===== src/hdl/awbd_pkg.sv =====
package awbd_pkg;

  localparam int SCALE         = 4;
  localparam int SCALE_SQ      = SCALE * SCALE;
  localparam int MAX_OUT_WIDTH = 1024;
  localparam int MAX_OUT_ROWS  = 1024;

  localparam int SUB_W  = $clog2(SCALE);
  localparam int COL_W  = 10;
  localparam int ROW_W  = 10;
  localparam int CFG_W  = 11;
  localparam int CFG_IDX_W = 1;

  // Sum widths follow from the block size: SCALE*SCALE bytes, or byte products.
  localparam int ASUM_W = $clog2(SCALE_SQ * 255 + 1);
  localparam int CSUM_W = $clog2(SCALE_SQ * 255 * 255 + 1);

  localparam int Q_W     = 8;
  localparam int Q_CNT_W = $clog2(Q_W);

  localparam int QUEUE_DEPTH = 4;
  localparam int QPTR_W      = $clog2(QUEUE_DEPTH);

  localparam logic [CFG_IDX_W-1:0] REG_OUT_WIDTH = 1'd0;
  localparam logic [CFG_IDX_W-1:0] REG_OUT_ROWS  = 1'd1;

  localparam logic [CFG_W-1:0] WIDTH_RESET = 11'd1024;
  localparam logic [CFG_W-1:0] ROWS_RESET  = 11'd12;

  typedef struct packed {
    logic [7:0] in_alpha;
    logic [7:0] in_red;
    logic [7:0] in_green;
    logic [7:0] in_blue;
  } pixel_t;

  typedef struct packed {
    logic [9:0] out_x;
    logic [9:0] out_y;
    logic [7:0] avg_alpha;
    logic [7:0] avg_red;
    logic [7:0] avg_green;
    logic [7:0] avg_blue;
  } result_t;

  typedef struct packed {
    pixel_t             pix;
    logic [COL_W-1:0]   col;
    logic [ROW_W-1:0]   row;
    logic               sub_first;
    logic               sub_last;
    logic               band_first;
    logic               block_last;
  } item_t;

  typedef struct packed {
    logic empty;
    logic full;
  } qstat_t;

  typedef struct packed {
    logic [ASUM_W-1:0] asum;
    logic [CSUM_W-1:0] rsum;
    logic [CSUM_W-1:0] gsum;
    logic [CSUM_W-1:0] bsum;
  } sums_t;

  typedef struct packed {
    logic              start;
    logic [COL_W-1:0]  col;
    logic [ROW_W-1:0]  row;
    logic [7:0]        alpha;
    logic [ASUM_W-1:0] divisor;
    logic [CSUM_W-1:0] rsum;
    logic [CSUM_W-1:0] gsum;
    logic [CSUM_W-1:0] bsum;
  } div_cmd_t;

endpackage


===== src/hdl/awbd_div.sv =====
module awbd_div (
  input  logic               clk,
  input  logic               rst_n,
  input  awbd_pkg::div_cmd_t div_cmd,
  output logic               div_busy,
  input  logic               pop,
  output logic               empty,
  output awbd_pkg::result_t  out_data
);

  typedef enum logic [2:0] {
    DS_IDLE = 3'b001,
    DS_RUN  = 3'b010,
    DS_DONE = 3'b100
  } div_state_t;

  div_state_t                   state_r, state_nxt;
  logic [awbd_pkg::Q_CNT_W-1:0] step_r;
  logic [awbd_pkg::CSUM_W-1:0]  dsh_r;
  logic [awbd_pkg::CSUM_W-1:0]  rem_r [3];
  logic [awbd_pkg::Q_W-1:0]     quo_r [3];
  logic [awbd_pkg::COL_W-1:0]   col_r;
  logic [awbd_pkg::ROW_W-1:0]   row_r;
  logic [7:0]                   alpha_r;
  awbd_pkg::result_t            res_r;
  logic                         res_v_r;
  logic                         slot_free;
  logic                         last_step;

  assign div_busy  = (state_r != DS_IDLE);
  assign slot_free = !res_v_r || pop;
  assign last_step = (step_r == awbd_pkg::Q_CNT_W'(awbd_pkg::Q_W - 1));
  assign empty     = !res_v_r;
  assign out_data  = res_r;

  always_comb begin
    state_nxt = state_r;
    case (state_r)
      DS_IDLE: if (div_cmd.start) state_nxt = DS_RUN;
      DS_RUN:  if (last_step) state_nxt = DS_DONE;
      DS_DONE: if (slot_free) state_nxt = DS_IDLE;
      default: state_nxt = DS_IDLE;
    endcase
  end

  // Restoring division, one quotient bit per cycle in each color lane.
  // In range the quotient never exceeds one byte.
  always_ff @(posedge clk) begin
    if (state_r == DS_IDLE && div_cmd.start) begin
      rem_r[0] <= div_cmd.rsum;
      rem_r[1] <= div_cmd.gsum;
      rem_r[2] <= div_cmd.bsum;
      dsh_r    <= awbd_pkg::CSUM_W'(div_cmd.divisor) << (awbd_pkg::Q_W - 1);
      step_r   <= '0;
      col_r    <= div_cmd.col;
      row_r    <= div_cmd.row;
      alpha_r  <= div_cmd.alpha;
      for (int i = 0; i < 3; i++) begin
        quo_r[i] <= '0;
      end
    end else if (state_r == DS_RUN) begin
      for (int i = 0; i < 3; i++) begin
        if (rem_r[i] >= dsh_r) begin
          rem_r[i] <= rem_r[i] - dsh_r;
          quo_r[i] <= {quo_r[i][awbd_pkg::Q_W-2:0], 1'b1};
        end else begin
          quo_r[i] <= {quo_r[i][awbd_pkg::Q_W-2:0], 1'b0};
        end
      end
      dsh_r  <= dsh_r >> 1;
      step_r <= step_r + awbd_pkg::Q_CNT_W'(1);
    end
  end

  always_ff @(posedge clk) begin
    if (state_r == DS_DONE && slot_free) begin
      res_r.out_x     <= col_r;
      res_r.out_y     <= row_r;
      res_r.avg_alpha <= alpha_r;
      res_r.avg_red   <= quo_r[0];
      res_r.avg_green <= quo_r[1];
      res_r.avg_blue  <= quo_r[2];
    end
  end

  always_ff @(posedge clk) begin
    if (!rst_n) begin
      state_r <= DS_IDLE;
      res_v_r <= 1'b0;
    end else begin
      state_r <= state_nxt;
      if (state_r == DS_DONE && slot_free) begin
        res_v_r <= 1'b1;
      end else if (pop) begin
        res_v_r <= 1'b0;
      end
    end
  end

endmodule


===== config.mk =====
export PLATFORM = sky130hd
export DESIGN_NAME = awbd_div
export DESIGN_NICKNAME = d
export VERILOG_FILES = /design/src/hdl/awbd_pkg.sv /design/src/hdl/awbd_div.sv
export SDC_FILE = /design/constraint.sdc
export NUM_CORES = 1
export LEC_CHECK = 0
export ABC_CLOCK_PERIOD_IN_PS = 4250
export BUFFER_PORTS_ARGS = -buffer_cell sky130_fd_sc_hd__buf_2
export CAP_MARGIN = 10
export CORE_ASPECT_RATIO = 0.7
export CORE_UTILIZATION = 35
export DETAILED_ROUTE_END_ITERATION = 10
export PLACE_DENSITY = 0.61
export SETUP_SLACK_MARGIN = 0.02
export SLEW_MARGIN = 20
export SYNTH_ARGS = -nofsm -noshare
export SYNTH_HDL_FRONTEND = slang
export SYNTH_SLANG_ARGS = --single-unit

===== constraint.sdc =====
create_clock -name clk -period 4.25 [get_ports clk]
set_clock_uncertainty 0.05 [all_clocks]
set_input_delay 0.425 -clock clk [delete_from_list [all_inputs] [get_ports clk]]
set_output_delay 0.425 -clock clk [all_outputs]
set_load 0.05 [all_outputs]

==> impl_metrics.yaml <==
outcome:
  run_status: "finished with violations"
  violations: "DRC"
clocking:
  cts_root_buffer: "clkbuf_16"
  h-tree-depth: 4
  cts_setup_buffers: 0
  clockBufferDepth: 2
  cts_buffers: 17
  cts_sinks: 190
  cts_resized: 0
  clkLatencyLatePin_ps: 450
  tritoncts: "built"
  hold_buffers: 0
  clk_pin_slew_ps: 70
placed_design:
  post_dp_cell_area_sq_mm: 0.0114
  dp_hpwl_um: 17900
  placedCellCount: 1345
  io_buffer_count: 157
  place_worst_setup_slack_ps: 611
  place_congestion: 0.911
synthesis:
  synth_largest_area_cell: "edfxtp_1"
  yosysMostFrequentCell: "edfxtp_1"
  syn_area_sq_mm: 0.0102
  ys_ff_latch: 190
  seq_area_frac_synth_pct: 54.4
  syn-instance-count: 829
  ys_top_cells_by_area: "edfxtp_1 (51%), mux2_4 (7.3%), ha_1 (7.2%)"
  synth_top_cells_by_count: "edfxtp_1 (175), nand2_1 (63), ha_1 (59)"
  yosysTopAreaCellShare_pct: 51.4
  postSynthAreaPerCell_sq_um: 12.3
  synthesis.nets: 995
  async_flop_share_pct: 0
  ys_types: 61
  synth_ff_type: "edfxtp_1"
  synth-edff-count: 175
  yosys_warnings: 0
power_and_ir_drop:
  pwr_density_cell_mw_per_mm2: 411
  ir_drop_v: 0.000300
  leakagePower_uw: 0.00478
  finalPower_uw: 4920
layout:
  stdcell_count: 1378
  fillers: 2718
  final_nets: 1159
  area_growth_pct: 17.2
  final_area_sq_mm: 0.0120
  drive_above_1_share_pct: 25.6
  multi_input_area_sq_mm: 0.00430
  ff_latch_area_sq_mm: 0.00556
timing:
  worst_pin_slew_ps: 943
  period_needed_ps: 3760
  finalSetupTns_ps: 0
  worst_slack_ps: 492
  slew_headroom_pct: 36.9
  setup_viol: 0
  slew_viol_final: 0
  fmax_mhz: 266
  min_period_over_period_pct: 88.4
  finalHoldViolCount: 0
  rsz0062_at_grt: "false"
worst_setup_path:
  slowest_stage: "fa_1"
  critPathLaunch: "dsh_r[0]"
  r2r_end: "rem_r[0][36]"
  cp.arrival_ps: 3900
  cp_top_family: "compound AO/OA/AOI/OAI gates"
  cp.required_ps: 4400
  critical_path.max_fanout: 27
  startpoint_type: "register"
  worstSetupPathType: "reg -> reg"
  cp_cell_sequence: "ha_1 -> fa_1 -> nor2b_1 -> o2111ai_1 -> a31oi_1 -> o22ai_1 -> o211ai_1 -> a21oi_2 -> nand3_4 -> buf_12 -> mux2_4"
  r2r-start: "dsh_r[0]"
  slowest_delay_ps: 410
  crit_path_end_kind: "register"
  r2r_cells: 11
  reg2reg_slack_ps: 490
  crit_buf_inv: 1
detailed_routing:
  finalWirelength_um: 24100
  drt_pre_antenna_iters: 8
  vias: 6879
  routedWlPerCell_um: 17.5
  avgViaCountPerCell: 4.99
  drt_iter0_drc: 609
  drc: 30
  postRouteAntennaNets: 0
floorplanning:
  design.core.area_sq_mm: 0.0283
  initial_utilization_pct: 36.1
  die_h_um: 145
  die_width_um: 206
  io_pins: 158
  rows: 51
  die-area_sq_mm: 0.0299
grt:
  grt_pass1_wl_um: 37300
  antenna_found_initial: 2
  track_usage_pct: 16.6
  grt_overflow_total: 0
  grt_max_degree: 50
  grt_pass1_vias: 6582
worst_hold_path:
  worstHoldStart: "div_cmd[80]"
  min_path_cells: 1
  worstHoldEndpoint: "row_r[0]"
  hp-class: "in -> reg"
flow_run:
  cap_violations: 0
report_power, final:
group,internal (uW),leakage (uW),switching (uW)
Combinational,463,0.00273,610
Clock,877,0.000270,749
Sequential,2180,0.00178,37.7
Total,3520,0.00478,1400
worst reg2reg max path: cells and delay by family (launching register included):
| family | cells | cell delay (ps) |
|---|---|---|
| multiplexers | 1 | 360 |
| flip-flops | 1 | 350 |
| AND/OR/NAND/NOR | 2 | 580 |
| adder cells (fa/ha/maj) | 2 | 650 |
| buffers and inverters | 1 | 290 |
| AO/OA/AOI/OAI | 5 | 1230 |
per-stage QoR:
stage | utilization [%] | hold WS [ps]
after floorplan | - | 350
after global placement | 40.3 | 351
after detailed placement | 40.3 | 355
after CTS | 42.3 | 78.2
after global routing | 42.3 | 75.9
final | 42.4 | 104
state kept, by name, summed over array words and instances (netlist names):
signal / cells
row_r: 10
quo_r: 24
dsh_r: 19
state_r: 3
res_v_r: 1
rem_r: 60
col_r: 10
out_data: 52
step_r: 3
alpha_r: 8
worst max path at each step:
stage / endpoint / slack [ps] / depth (start not counted)
3_5_place_dp: rem_r[0][36] / 610 / 11
2_1_floorplan: rem_r[0][19] / 1390 / 10
5_1_grt: rem_r[0][14] / 400 / 11
4_1_cts: rem_r[0][19] / 580 / 11
6_report: rem_r[0][36] / 490 / 11
3_3_place_gp: rem_r[0][16] / 720 / 11
layout by cell type (no fill, tap or decap), types with 4 or more instances in the layout:
cell type,n
or3_1,4
nand4_1,6
nand2_1,62
and3_1,6
mux2_4,50
o21a_1,11
mux2i_1,9
buf_2,157
nand2b_1,9
o211ai_1,6
a31oi_1,4
a211oi_1,6
xnor2_1,29
nor2b_1,12
nand3_1,11
clkinvlp_4,5
buf_4,6
o21bai_1,4
nor3_1,17
inv_6,4
nor2_1,46
clkbuf_16,17
o31a_1,4
dfxtp_1,15
xor2_1,15
and2_1,23
a21oi_1,54
ha_1,59
edfxtp_1,175
a21o_1,23
o21ai_0,43
inv_1,50
logic make-up after synthesis:
group                      synth area share [%]
xor gates and xnor gates                   3.77
buffers and inverters                      3.55
DFF                                        54.4
and+or+nand+nor                            10.8
adders and majority gates                  7.81
AOI/OAI and AO/OA                          11.4
muxes                                      8.23
final cells by class:
type | instances | area share [%]
Antenna cell | 1 | 0.0209
Inverter | 51 | 1.61
Sequential cell | 190 | 46.4
Clock buffer | 18 | 3.58
Clock inverter | 14 | 1.31
Multi-Input combinational cell | 568 | 35.9
Timing Repair Buffer | 165 | 7.27
Tap cell | 371 | 3.88
per-layer routing:
layer | routed length, um | GRT usage [%]
met1 | 12400 | 25.1
met2 | 10200 | 23.4
met3 | 1290 | 4.42
met4 | 188 | 3.42
met5 | 0 | 0
Power figures use the tool's default switching activity.
