$ cat src/hdl/awbd_pkg.sv
package awbd_pkg;

  localparam int SCALE         = 4;
  localparam int SCALE_SQ      = SCALE * SCALE;
  localparam int MAX_OUT_WIDTH = 1024;
  localparam int MAX_OUT_ROWS  = 1024;

  localparam int SUB_W  = $clog2(SCALE);
  localparam int COL_W  = 10;
  localparam int ROW_W  = 10;
  localparam int CFG_W  = 11;
  localparam int CFG_IDX_W = 1;

  // Sum widths follow from the block size: SCALE*SCALE bytes, or byte products.
  localparam int ASUM_W = $clog2(SCALE_SQ * 255 + 1);
  localparam int CSUM_W = $clog2(SCALE_SQ * 255 * 255 + 1);

  localparam int Q_W     = 8;
  localparam int Q_CNT_W = $clog2(Q_W);

  localparam int QUEUE_DEPTH = 4;
  localparam int QPTR_W      = $clog2(QUEUE_DEPTH);

  localparam logic [CFG_IDX_W-1:0] REG_OUT_WIDTH = 1'd0;
  localparam logic [CFG_IDX_W-1:0] REG_OUT_ROWS  = 1'd1;

  localparam logic [CFG_W-1:0] WIDTH_RESET = 11'd1024;
  localparam logic [CFG_W-1:0] ROWS_RESET  = 11'd12;

  typedef struct packed {
    logic [7:0] in_alpha;
    logic [7:0] in_red;
    logic [7:0] in_green;
    logic [7:0] in_blue;
  } pixel_t;

  typedef struct packed {
    logic [9:0] out_x;
    logic [9:0] out_y;
    logic [7:0] avg_alpha;
    logic [7:0] avg_red;
    logic [7:0] avg_green;
    logic [7:0] avg_blue;
  } result_t;

  typedef struct packed {
    pixel_t             pix;
    logic [COL_W-1:0]   col;
    logic [ROW_W-1:0]   row;
    logic               sub_first;
    logic               sub_last;
    logic               band_first;
    logic               block_last;
  } item_t;

  typedef struct packed {
    logic empty;
    logic full;
  } qstat_t;

  typedef struct packed {
    logic [ASUM_W-1:0] asum;
    logic [CSUM_W-1:0] rsum;
    logic [CSUM_W-1:0] gsum;
    logic [CSUM_W-1:0] bsum;
  } sums_t;

  typedef struct packed {
    logic              start;
    logic [COL_W-1:0]  col;
    logic [ROW_W-1:0]  row;
    logic [7:0]        alpha;
    logic [ASUM_W-1:0] divisor;
    logic [CSUM_W-1:0] rsum;
    logic [CSUM_W-1:0] gsum;
    logic [CSUM_W-1:0] bsum;
  } div_cmd_t;

endpackage

$ cat src/hdl/awbd_queue.sv
module awbd_queue (
  input  logic              clk,
  input  logic              rst_n,
  input  logic              q_push,
  input  awbd_pkg::item_t   q_item,
  input  logic              q_pop,
  output awbd_pkg::item_t   q_head,
  output awbd_pkg::qstat_t  q_st
);

  awbd_pkg::item_t             slot_r [awbd_pkg::QUEUE_DEPTH];
  logic [awbd_pkg::QPTR_W-1:0] wr_ptr_r, rd_ptr_r;
  logic [awbd_pkg::QPTR_W:0]   count_r;

  assign q_head   = slot_r[rd_ptr_r];
  assign q_st.empty = (count_r == '0);
  assign q_st.full  = (count_r == (awbd_pkg::QPTR_W+1)'(awbd_pkg::QUEUE_DEPTH));

  always_ff @(posedge clk) begin
    if (q_push) begin
      slot_r[wr_ptr_r] <= q_item;
    end
  end

  always_ff @(posedge clk) begin
    if (!rst_n) begin
      wr_ptr_r <= '0;
      rd_ptr_r <= '0;
      count_r  <= '0;
    end else begin
      if (q_push) begin
        wr_ptr_r <= wr_ptr_r + awbd_pkg::QPTR_W'(1);
      end
      if (q_pop) begin
        rd_ptr_r <= rd_ptr_r + awbd_pkg::QPTR_W'(1);
      end
      case ({q_push, q_pop})
        2'b10:   count_r <= count_r + (awbd_pkg::QPTR_W+1)'(1);
        2'b01:   count_r <= count_r - (awbd_pkg::QPTR_W+1)'(1);
        default: count_r <= count_r;
      endcase
    end
  end

endmodule

$ cat config.mk
export PLATFORM = sky130hd
export DESIGN_NAME = awbd_queue
export DESIGN_NICKNAME = d
export VERILOG_FILES = /design/src/hdl/awbd_pkg.sv /design/src/hdl/awbd_queue.sv
export SDC_FILE = /design/constraint.sdc
export NUM_CORES = 1
export LEC_CHECK = 0
export ABC_AREA = 1
export BUFFER_PORTS_ARGS = -buffer_cell sky130_fd_sc_hd__buf_2
export CAP_MARGIN = 25
export CORE_AREA = 2 2 136 138
export CTS_CLUSTER_DIAMETER = 30
export DETAILED_ROUTE_END_ITERATION = 8
export DIE_AREA = 0 0 138 140
export PLACE_DENSITY = 0.84
export SLEW_MARGIN = 20
export SYNTH_ARGS = -nofsm -noshare
export SYNTH_HDL_FRONTEND = slang
export SYNTH_SLANG_ARGS = --single-unit
$ cat constraint.sdc
create_clock -name clk -period 2 [get_ports clk]
set_clock_uncertainty 0.1 [all_clocks]
set_input_delay 0.3 -clock clk [delete_from_list [all_inputs] [get_ports clk]]
set_output_delay 0.3 -clock clk [all_outputs]
set_load 0.02 [all_outputs]
==> results of run 1 <==
-- final cells by class --
cell class,instances,area (sq um),share of cell area (%)
Tap cell,229,287,2.18
Timing Repair Buffer,223,2430,18.5
Sequential cell,233,6910,52.5
Multi-Input combinational cell,313,2130,16.2
Timing Repair inverter,1,11.3,0.0856
Inverter,17,95.1,0.723
Clock inverter,25,225,1.71
Clock buffer,46,1060,8.09
-- worst max-delay path: cells and delay by family (launching register included) --
kind	cells	cell delay [ns]
AO/OA/AOI/OAI	1	0.10
AND/OR/NAND/NOR	1	0.16
flip-flops	1	0.36
buffers and inverters	4	0.59
-- flip-flops by register name (all words and copies together) (netlist names), named ones only --
register	count
count_r	3
wr_ptr_r	2
slot_r	224
rd_ptr_r	2
-- power by group through the flow --
stage / Sequential (mW) / Clock [mW] / Combinational, mW
6_report: 5.66 / 6.42 / 1.88
5_1_grt: 5.67 / 6.72 / 1.98
4_1_cts: 5.65 / 6.47 / 1.64
3_5_place_dp: 5.73 / 0 / 1.23
3_3_place_gp: 5.72 / 0 / 1.20
2_1_floorplan: 5.72 / 0 / 0.777
-- metal layers --
| layer | global-route usage (%) | part of all wire [%] |
|---|---|---|
| met2 | 40.6 | 54 |
| met3 | 3.52 | 6.0 |
| met5 | 0 | 0 |
| met4 | 8.11 | 1.7 |
| met1 | 27.6 | 38 |
-- kinds of logic after synthesis --
logic type / Yosys count
and+or+nand+nor: 128
AOI/OAI and AO/OA: 179
DFF: 233
buffers and inverters: 53
adders and majority gates: 6
-- metrics by stage --
stage,cells,util (%)
after floorplan,599,-
after global placement,928,56.6
after detailed placement,928,56.6
after CTS,1068,70.6
after global routing,1087,74.0
final,1087,74.0
-- layout by cell type (no fill, tap or decap), types with 26 or more instances in the layout --
master and n:
buf_2 61, buf_4 32, buf_6 32, clkbuf_16 53, dlygate4sd3_1 57, edfxtp_1 224, nor2_1 64, nor2_4 26
o21ai_1 58, o21ai_2 34, o22ai_1 26, o22ai_2 30
-- worst max-delay path by stage --
stage           startpoint       endpoint  cells after the start
2_1_floorplan  wr_ptr_r[0]   slot_r[0][0]                      4
3_3_place_gp   wr_ptr_r[0]  slot_r[0][50]                      5
3_5_place_dp   wr_ptr_r[0]  slot_r[0][39]                      5
4_1_cts           register     q_head[13]                      4
5_1_grt           register     q_head[48]                      6
6_report          register     q_head[27]                      6
-- what timing repair did --
item,CTS,global route
resized for setup,159,87
endpoints found under the hold margin,226,0
hold buffers,57,0
pin swaps,17,27
setup endpoints to repair,55,56
gates cloned,9,15
buffers inserted,3,4
==> flow_metrics.tcl, run 1 <==
set metrics [dict create \
    setup_ws_ns -0.110 \
    clk_latency_ns 0.48 \
    crit_path_cell_trace "buf_12 > buf_12 > buf_16 > nor2_2 > o22ai_1 > buf_4" \
    drt_iter0_markers 448 \
    clockBufferDepth 3 \
    pre_cts_ws_ns 0.250 \
    syn_to_final_growth_pct 44.6 \
    antenna_found_initial 0 \
    totalPowerFinal_mw 14.0 \
    worstHoldStart "q_pop" \
    num_vias 6024 \
    worstSetupEndpointType "output pin" \
    start_util_pct 51.2 \
    power.switching_mw 3.41 \
    comb_power_share_pct 13.5 \
    cp-start-kind "register" \
    antennaDiodeCount 0 \
    root_buffer "clkbuf_16" \
    yosysTopAreaCellShare_pct 73.9 \
    setup_tns_ns -3.67 \
    synth.distinct_cells 25 \
    die_w_microns 138 \
    first_global_vias 6178 \
    fill_cells 1001 \
    io_pins 118 \
    wirelength_mm 24.0 \
    cp.arrival_ns 1.71 \
    p_sw_share_pct 24.4 \
    cts_tree "yes" \
    hpwl_mm 10.5 \
    synth_edf_count 224 \
    criticalPathCategory "register to output pin" \
    relSlewSlack_pct 74.0 \
    yosys_register_bits 233 \
    dieHeight_microns 140 \
    grt_remaining_overflow 0 \
    synthArstFlopShare_pct 0 \
    synth_top_family_by_area "compound AO/OA/AOI/OAI gates" \
    synth_compound_area_share_pct 12.6 \
    r2r_cells 5 \
    ant_nets 0 \
    cpMostUsedCell "buf_12" \
    synth_area_leaders "edfxtp_1, o21ai_0, nor2_1" \
    seqPwrFrac_pct 40.5 \
    dr.pass1.iters 5 \
    path_max_fanout 17 \
    cts.clk_slew.worst_paths_ns 0.05 \
    p_leak_nw 4.76 \
    worst_pin_slew_ns 0.390 \
    place_area_sq_um 10100 \
    grt_use_total_pct 22.5 \
    vdd_drop_max_mv 1.00 \
    gp_congestion 0.730 \
    hold_depth 3 \
    wl_per_cell_microns 22.1 \
    syn-num-nets 665 \
    cts_htree_levels 2 \
    synth_xor_area_share_pct 0 \
    powerDensity_nw_per_um2 1060 \
    worst_ep_required_time_ns 1.60 \
    synth_ff_type "edfxtp_1" \
    yosys_warnings 0 \
    grt_max_degree 35 \
    setup_violations 56 \
    drc_errors 0 \
    r2r-start "wr_ptr_r[0]" \
    design_area_sq_um 13200 \
    min_to "rd_ptr_r[0]" \
    hold_class "input port to register" \
    design.die.area_sq_um 19300 \
    clkPwrFrac_pct 46.0 \
    coreArea_sq_um 17800 \
    drv_cap 0 \
    muxShareOfSynthArea_pct 0 \
    crit_slowest_cell "dfxtp_4" \
    port_buffers 117 \
    synth_common_cells "edfxtp_1, nor2_1, o21ai_0, o22ai_1" \
    rsz0062_at_grt "true" \
    p_int_mw 10.6 \
    cts_buffers 40 \
    layout.nets 895 \
    synth_cells 599 \
    violations "setup timing" \
    synth.most_common_cell "edfxtp_1" \
    drv_slew 0 \
    numClockSinks 233 \
    drt-vias-per-instance 5.54 \
    synth.yosys.seq_area_share_pct 75.9 \
    synthSimpleGateAreaFrac_pct 7.16 \
    fmax_ghz 0.474 \
    worstReg2RegEnd "slot_r[0][50]" \
    critPathMaxStageDelay_ns 0.36 \
    finalHoldViolCount 0 \
    netlist_area_sq_um 9100 \
    grt_pass1_wl_mm 33.5 \
    min_period_ns 2.11 \
    r2r_setup_slack_ns 0.22 \
    synth_fa_ha_area_share_pct 0.907 \
    synth_top_area_cell "edfxtp_1" \
    fin_crit_sh_pct 105 \
    hold_slack_ns 0.0775 \
    avgSynthCellArea_sq_um 15.2 \
    status "finished with violations" \
    rows 49 \
    drive_gt1_share_pct 41.5 \
]
Note: power is estimated with default switching activity, not from simulation.
==> run 2, diff against run 1 <==
- CORE_AREA: 2 2 136 138 -> 2 2 146 148
- DIE_AREA: 0 0 138 140 -> 0 0 148 150
- PLACE_DENSITY: 0.84 -> 0.75
==> flow_metrics.tcl, run 2 (synthesized netlist as in run 1, its figures left out) <==
set metrics [dict create \
    fmax_ghz 0.460 \
    setup_violations 56 \
    coreArea_sq_um 20700 \
    comb_power_share_pct 14.0 \
    rsz0062_at_grt "true" \
    violations "setup timing" \
    r2r-start "wr_ptr_r[0]" \
    final_cell_mix "edfxtp_1, buf_2, dlygate4sd3_1" \
    root_buffer "clkbuf_16" \
    drv_slew 0 \
    cts_buffers 39 \
    status "finished with violations" \
    antenna_found_initial 0 \
    p_int_mw 10.5 \
    r2r_setup_slack_ns 0.31 \
    dr.pass1.iters 4 \
    start_util_pct 44.0 \
    worstSetupEndpointType "output pin" \
    power.switching_mw 3.48 \
    design_area_sq_um 13500 \
    cp.arrival_ns 1.77 \
    drv_cap 0 \
    clk_latency_ns 0.50 \
    cp-start-kind "register" \
    totalPowerFinal_mw 14.0 \
    regMostFlops "slot_r" \
    worstHoldStart "q_pop" \
    place_area_sq_um 10100 \
    fin_crit_sh_pct 109 \
    dieHeight_microns 150 \
    port_buffers 117 \
    criticalPathCategory "register to output pin" \
    powerDensity_nw_per_um2 1040 \
    min_to "rd_ptr_r[0]" \
    drt_iter0_markers 469 \
    top_regs "slot_r: 224 flops, count_r: 3 flops" \
    worst_pin_slew_ns 0.292 \
    finalHoldViolCount 0 \
    worstReg2RegEnd "slot_r[0][39]" \
    syn_to_final_growth_pct 48.2 \
    p_sw_share_pct 24.9 \
    vdd_drop_max_mv 0.870 \
    p_leak_nw 4.83 \
    drt-vias-per-instance 5.31 \
    gp_congestion 0.703 \
    hpwl_mm 10.3 \
    grt_use_total_pct 19.3 \
    cts.clk_slew.worst_paths_ns 0.05 \
    grt_max_degree 41 \
    relSlewSlack_pct 80.5 \
    num_vias 6034 \
    io_pins 118 \
    grt_pass1_wl_mm 32.3 \
    seqPwrFrac_pct 40.6 \
    cts_htree_levels 2 \
    setup_ws_ns -0.174 \
    grt_remaining_overflow 0 \
    numClockSinks 233 \
    drive_gt1_share_pct 46.9 \
    clkPwrFrac_pct 45.4 \
    wirelength_mm 24.0 \
    rows 53 \
    drc_errors 0 \
    path_max_fanout 6 \
    hold_depth 3 \
    clockBufferDepth 3 \
    wl_per_cell_microns 21.1 \
    setup_tns_ns -5.67 \
    first_global_vias 5967 \
    final_common_cell "edfxtp_1" \
    cts_tree "yes" \
    min_period_ns 2.17 \
    layout.nets 896 \
    worst_ep_required_time_ns 1.60 \
    largest_reg_flops 224 \
    ant_nets 0 \
    die_w_microns 148 \
    hold_class "input port to register" \
    r2r_cells 5 \
    design.die.area_sq_um 22200 \
]
==> run 2: stage by stage <==
stage	cells	hold WS, ns	worst slack [ns]	utilization (%)
floorplan	599	0.299	0.0154	-
global placement	974	0.316	0.279	49.0
detailed placement	974	0.327	0.224	49.0
CTS	1117	0.0172	-0.143	60.6
global route	1136	0.0822	-0.224	65.2
finish	1137	0.0388	-0.174	65.2
==> run 2: layout make-up <==
cell class / instances / area (sq um)
repair buffers: 224 / 2460
repair inverters: 2 / 27.5
fillers: 1392 / 7200
diodes: 1 / 2.50
well taps: 275 / 344
inverters: 17 / 110
multi-input cells: 313 / 2370
clock buffers: 40 / 980
clock inverters: 32 / 287
flip-flops and latches: 233 / 6910
==> run 2: power by group through the flow <==
stage / clock, mW / sequential (mW) / combinational (mW)
2_1_floorplan: 0 / 5.72 / 0.777
3_3_place_gp: 0 / 5.73 / 1.21
3_5_place_dp: 0 / 5.73 / 1.24
4_1_cts: 6.40 / 5.65 / 1.60
5_1_grt: 6.66 / 5.68 / 2.07
6_report: 6.34 / 5.67 / 1.96
==> run 2: what timing repair did <==
item                                   in CTS  in global routing
hold buffers                               57                  0
resized for setup                         137                162
endpoints found under the hold margin     231                  0
setup endpoints to repair                  56                 56
gates cloned                                8                 15
pin swaps                                  13                 41
buffers inserted                            6                  5
==> run 2: how the worst max path moves through the flow <==
| stage | from | end | cells past startpoint |
|---|---|---|---|
| 6_report | register | q_head[23] | 6 |
| 5_1_grt | register | q_head[23] | 6 |
| 4_1_cts | register | q_head[12] | 5 |
| 3_5_place_dp | register | q_head[18] | 5 |
| 3_3_place_gp | register | q_head[19] | 5 |
| 2_1_floorplan | wr_ptr_r[0] | slot_r[0][0] | 4 |
==> run 2: critical path, stage by stage, from the launching register on <==
cell	delay [ns]
dfxtp_4	0.41
buf_12	0.17
clkinv_16	0.09
clkbuf_16	0.18
nor2_2	0.12
o22ai_1	0.12
buf_4	0.17
==> run 2: layer usage <==
layer / GRT usage, % / vias to the layer above / routed length (microns)
met1: 23.8 / 2988 / 9570
met5: 0 / - / 0
li1: - / 2738 / -
met3: 4.88 / 62 / 1660
met4: 8.14 / 0 / 615
met2: 32.5 / 246 / 12200
==> run 3, diff against run 2 <==
- ABC_AREA: 1 -> 0
- CORE_AREA: 2 2 146 148 -> 2 2 141 143
- DIE_AREA: 0 0 148 150 -> 0 0 143 145
- PLACE_DENSITY: 0.75 -> 0.76
==> flow_metrics.tcl, run 3 <==
set metrics [dict create \
    num_vias 4302 \
    io_pins 118 \
    cp-start-kind "register" \
    grt_use_total_pct 16.7 \
    hpwl_mm 8.55 \
    synth.yosys.seq_area_share_pct 80.6 \
    worst_ep_required_time_ns 1.60 \
    final_common_cell "edfxtp_1" \
    final_cell_mix "edfxtp_1, buf_2, dlygate4sd3_1" \
    critPathBufInv 4 \
    setup_ws_ns -0.303 \
    synthSimpleGateAreaFrac_pct 1.10 \
    top_regs "slot_r: 224 flops, count_r: 3 flops" \
    wl_per_cell_microns 19.7 \
    syn-num-nets 404 \
    path_max_fanout 5 \
    synth_ff_type "edfxtp_1" \
    grt_max_degree 57 \
    synth.most_common_cell "edfxtp_1" \
    rsz0062_at_grt "true" \
    die_w_microns 143 \
    cp-endpoint "q_head[45]" \
    cpMostUsedCell "buf_8" \
    drv_slew 0 \
    coreArea_sq_um 19200 \
    cp.arrival_ns 1.90 \
    synth_area_leaders "edfxtp_1, mux4_2, dfxtp_1" \
    drt_iter0_markers 240 \
    r2r_cells 5 \
    cts_buffers 41 \
    antennaDiodeCount 0 \
    worst_pin_slew_ns 0.372 \
    crit_path_cell_trace "buf_12 > buf_8 > buf_8 > mux4_2 > buf_6" \
    clk_latency_ns 0.50 \
    cts_tree "yes" \
    netlist_area_sq_um 8570 \
    design.die.area_sq_um 20700 \
    p_leak_nw 4.19 \
    yosys_warnings 0 \
    worstReg2RegEnd "count_r[2]" \
    synth_edf_count 224 \
    worstSetupEndpointType "output pin" \
    vdd_drop_max_mv 0.932 \
    muxShareOfSynthArea_pct 14.8 \
    synth_compound_area_share_pct 0.204 \
    r2r_setup_slack_ns 0.30 \
    finalHoldViolCount 0 \
    root_buffer "clkbuf_16" \
    synth_xor_area_share_pct 0.511 \
    hold_class "input port to register" \
    largest_reg_flops 224 \
    drc_errors 0 \
    critPathMaxStageDelay_ns 0.54 \
    status "finished with violations" \
    synth_common_cells "edfxtp_1, mux4_2, and2_1, dfxtp_1, inv_1" \
    syn_to_final_growth_pct 39.3 \
    setup_violations 56 \
    fmax_ghz 0.434 \
    yosys_register_bits 233 \
    criticalPathCategory "register to output pin" \
    clockBufferDepth 3 \
    fill_cells 1300 \
    yosysTopAreaCellShare_pct 78.5 \
    synthArstFlopShare_pct 0 \
    ant_nets 0 \
    wirelength_mm 17.0 \
    layout.nets 631 \
    antenna_found_initial 0 \
    drv_cap 0 \
    powerDensity_nw_per_um2 1190 \
    start_util_pct 44.6 \
    fin_crit_sh_pct 115 \
    cts.clk_slew.worst_paths_ns 0.05 \
    drive_gt1_share_pct 44.6 \
    numClockSinks 233 \
    synth_fa_ha_area_share_pct 0.964 \
    cp_top_family "multiplexers" \
    crit_slowest_cell "mux4_2" \
    cts_htree_levels 2 \
    rows 51 \
    hold_slack_ns 0.0609 \
    r2r-start "count_r[0]" \
    port_buffers 117 \
    dr.pass1.iters 4 \
    cp_num_cells 5 \
    grt_pass1_wl_mm 26.2 \
    avgSynthCellArea_sq_um 25.3 \
    min_period_ns 2.30 \
    pre_cts_ws_ns 0.0611 \
    relSlewSlack_pct 75.2 \
    gp_congestion 0.680 \
    violations "setup timing" \
    drt-vias-per-instance 5.00 \
    grt_remaining_overflow 0 \
    first_global_vias 4828 \
    synth_top_area_cell "edfxtp_1" \
    synth_top_family_by_area "multiplexers" \
    synth.distinct_cells 22 \
    dieHeight_microns 145 \
    synth_cells 338 \
    regMostFlops "slot_r" \
]
## run 3: routing by layer
layer | routed length, microns | part of all wire, % | global-route usage (%) | up-vias
met1 | 6920 | 41 | 20.7 | 2227
li1 | - | - | - | 1906
met5 | 0 | 0 | 0 | -
met2 | 8740 | 51 | 28.1 | 134
met4 | 350 | 2.1 | 5.74 | 0
met3 | 965 | 5.7 | 4.65 | 35
## run 3: kinds of logic (layout without fill, tap and decap cells)
family / Yosys count / after routing
AOI/OAI and AO/OA: 3 / 3
DFF: 233 / 233
adders and majority gates: 6 / 6
buffers and inverters: 18 / 276
and+or+nand+nor: 16 / 16
xor gates and xnor gates: 5 / 5
muxes: 57 / 57
## run 3: area by class of cell
class,instances,area [sq um],area share [%]
multi-input cells,87,1520,12.7
clock buffers,47,1070,8.95
well taps,265,332,2.78
clock inverters,27,353,2.96
inverters,6,22.5,0.189
flip-flops and latches,233,6910,57.9
repair buffers,196,1730,14.5
## run 3: tightest hold or removal path, cell delays in order
cell and delay (ns):
buf_2 0.11, xor2_1 0.07, and2_1 0.14
## run 3: through the flow
step,power (mW),TNS (ns),area (sq um),cells,utilization (%)
2_1_floorplan,6.54,0,8570,338,-
3_3_place_gp,6.93,0,9530,718,49.6
3_5_place_dp,6.98,0,9530,718,49.6
4_1_cts,14.3,-16.22,11900,860,61.9
5_1_grt,14.7,-17.75,11900,861,62.1
6_report,14.2,-13.81,11900,861,62.1
## run 3: power by group
part / internal (mW) / leakage [nW] / switching [mW] / total (mW)
Combinational: 0.764 / 1.38 / 0.767 / 1.53
Sequential: 5.61 / 2.13 / 0.0641 / 5.68
Clock: 4.74 / 0.675 / 2.26 / 7.00
## run 3: how the worst min path moves through the flow
stage,start,end,slack (ns),depth (start not counted)
CTS,q_pop,register,0.04,3
finish,q_pop,register,0.06,3
global placement,count_r[2],count_r[2],0.38,2
floorplan,q_item[0],slot_r[0][0],0.30,0
detailed placement,count_r[2],count_r[2],0.42,2
global route,q_pop,register,0.06,3
## run 3: timing repair
action,in CTS,in global routing
endpoints found under the hold margin,230,0
setup buffers,8,0
pin swaps,0,0
gates resized for setup,66,6
setup endpoints to repair,56,56
hold buffers,57,0
gates cloned,3,2
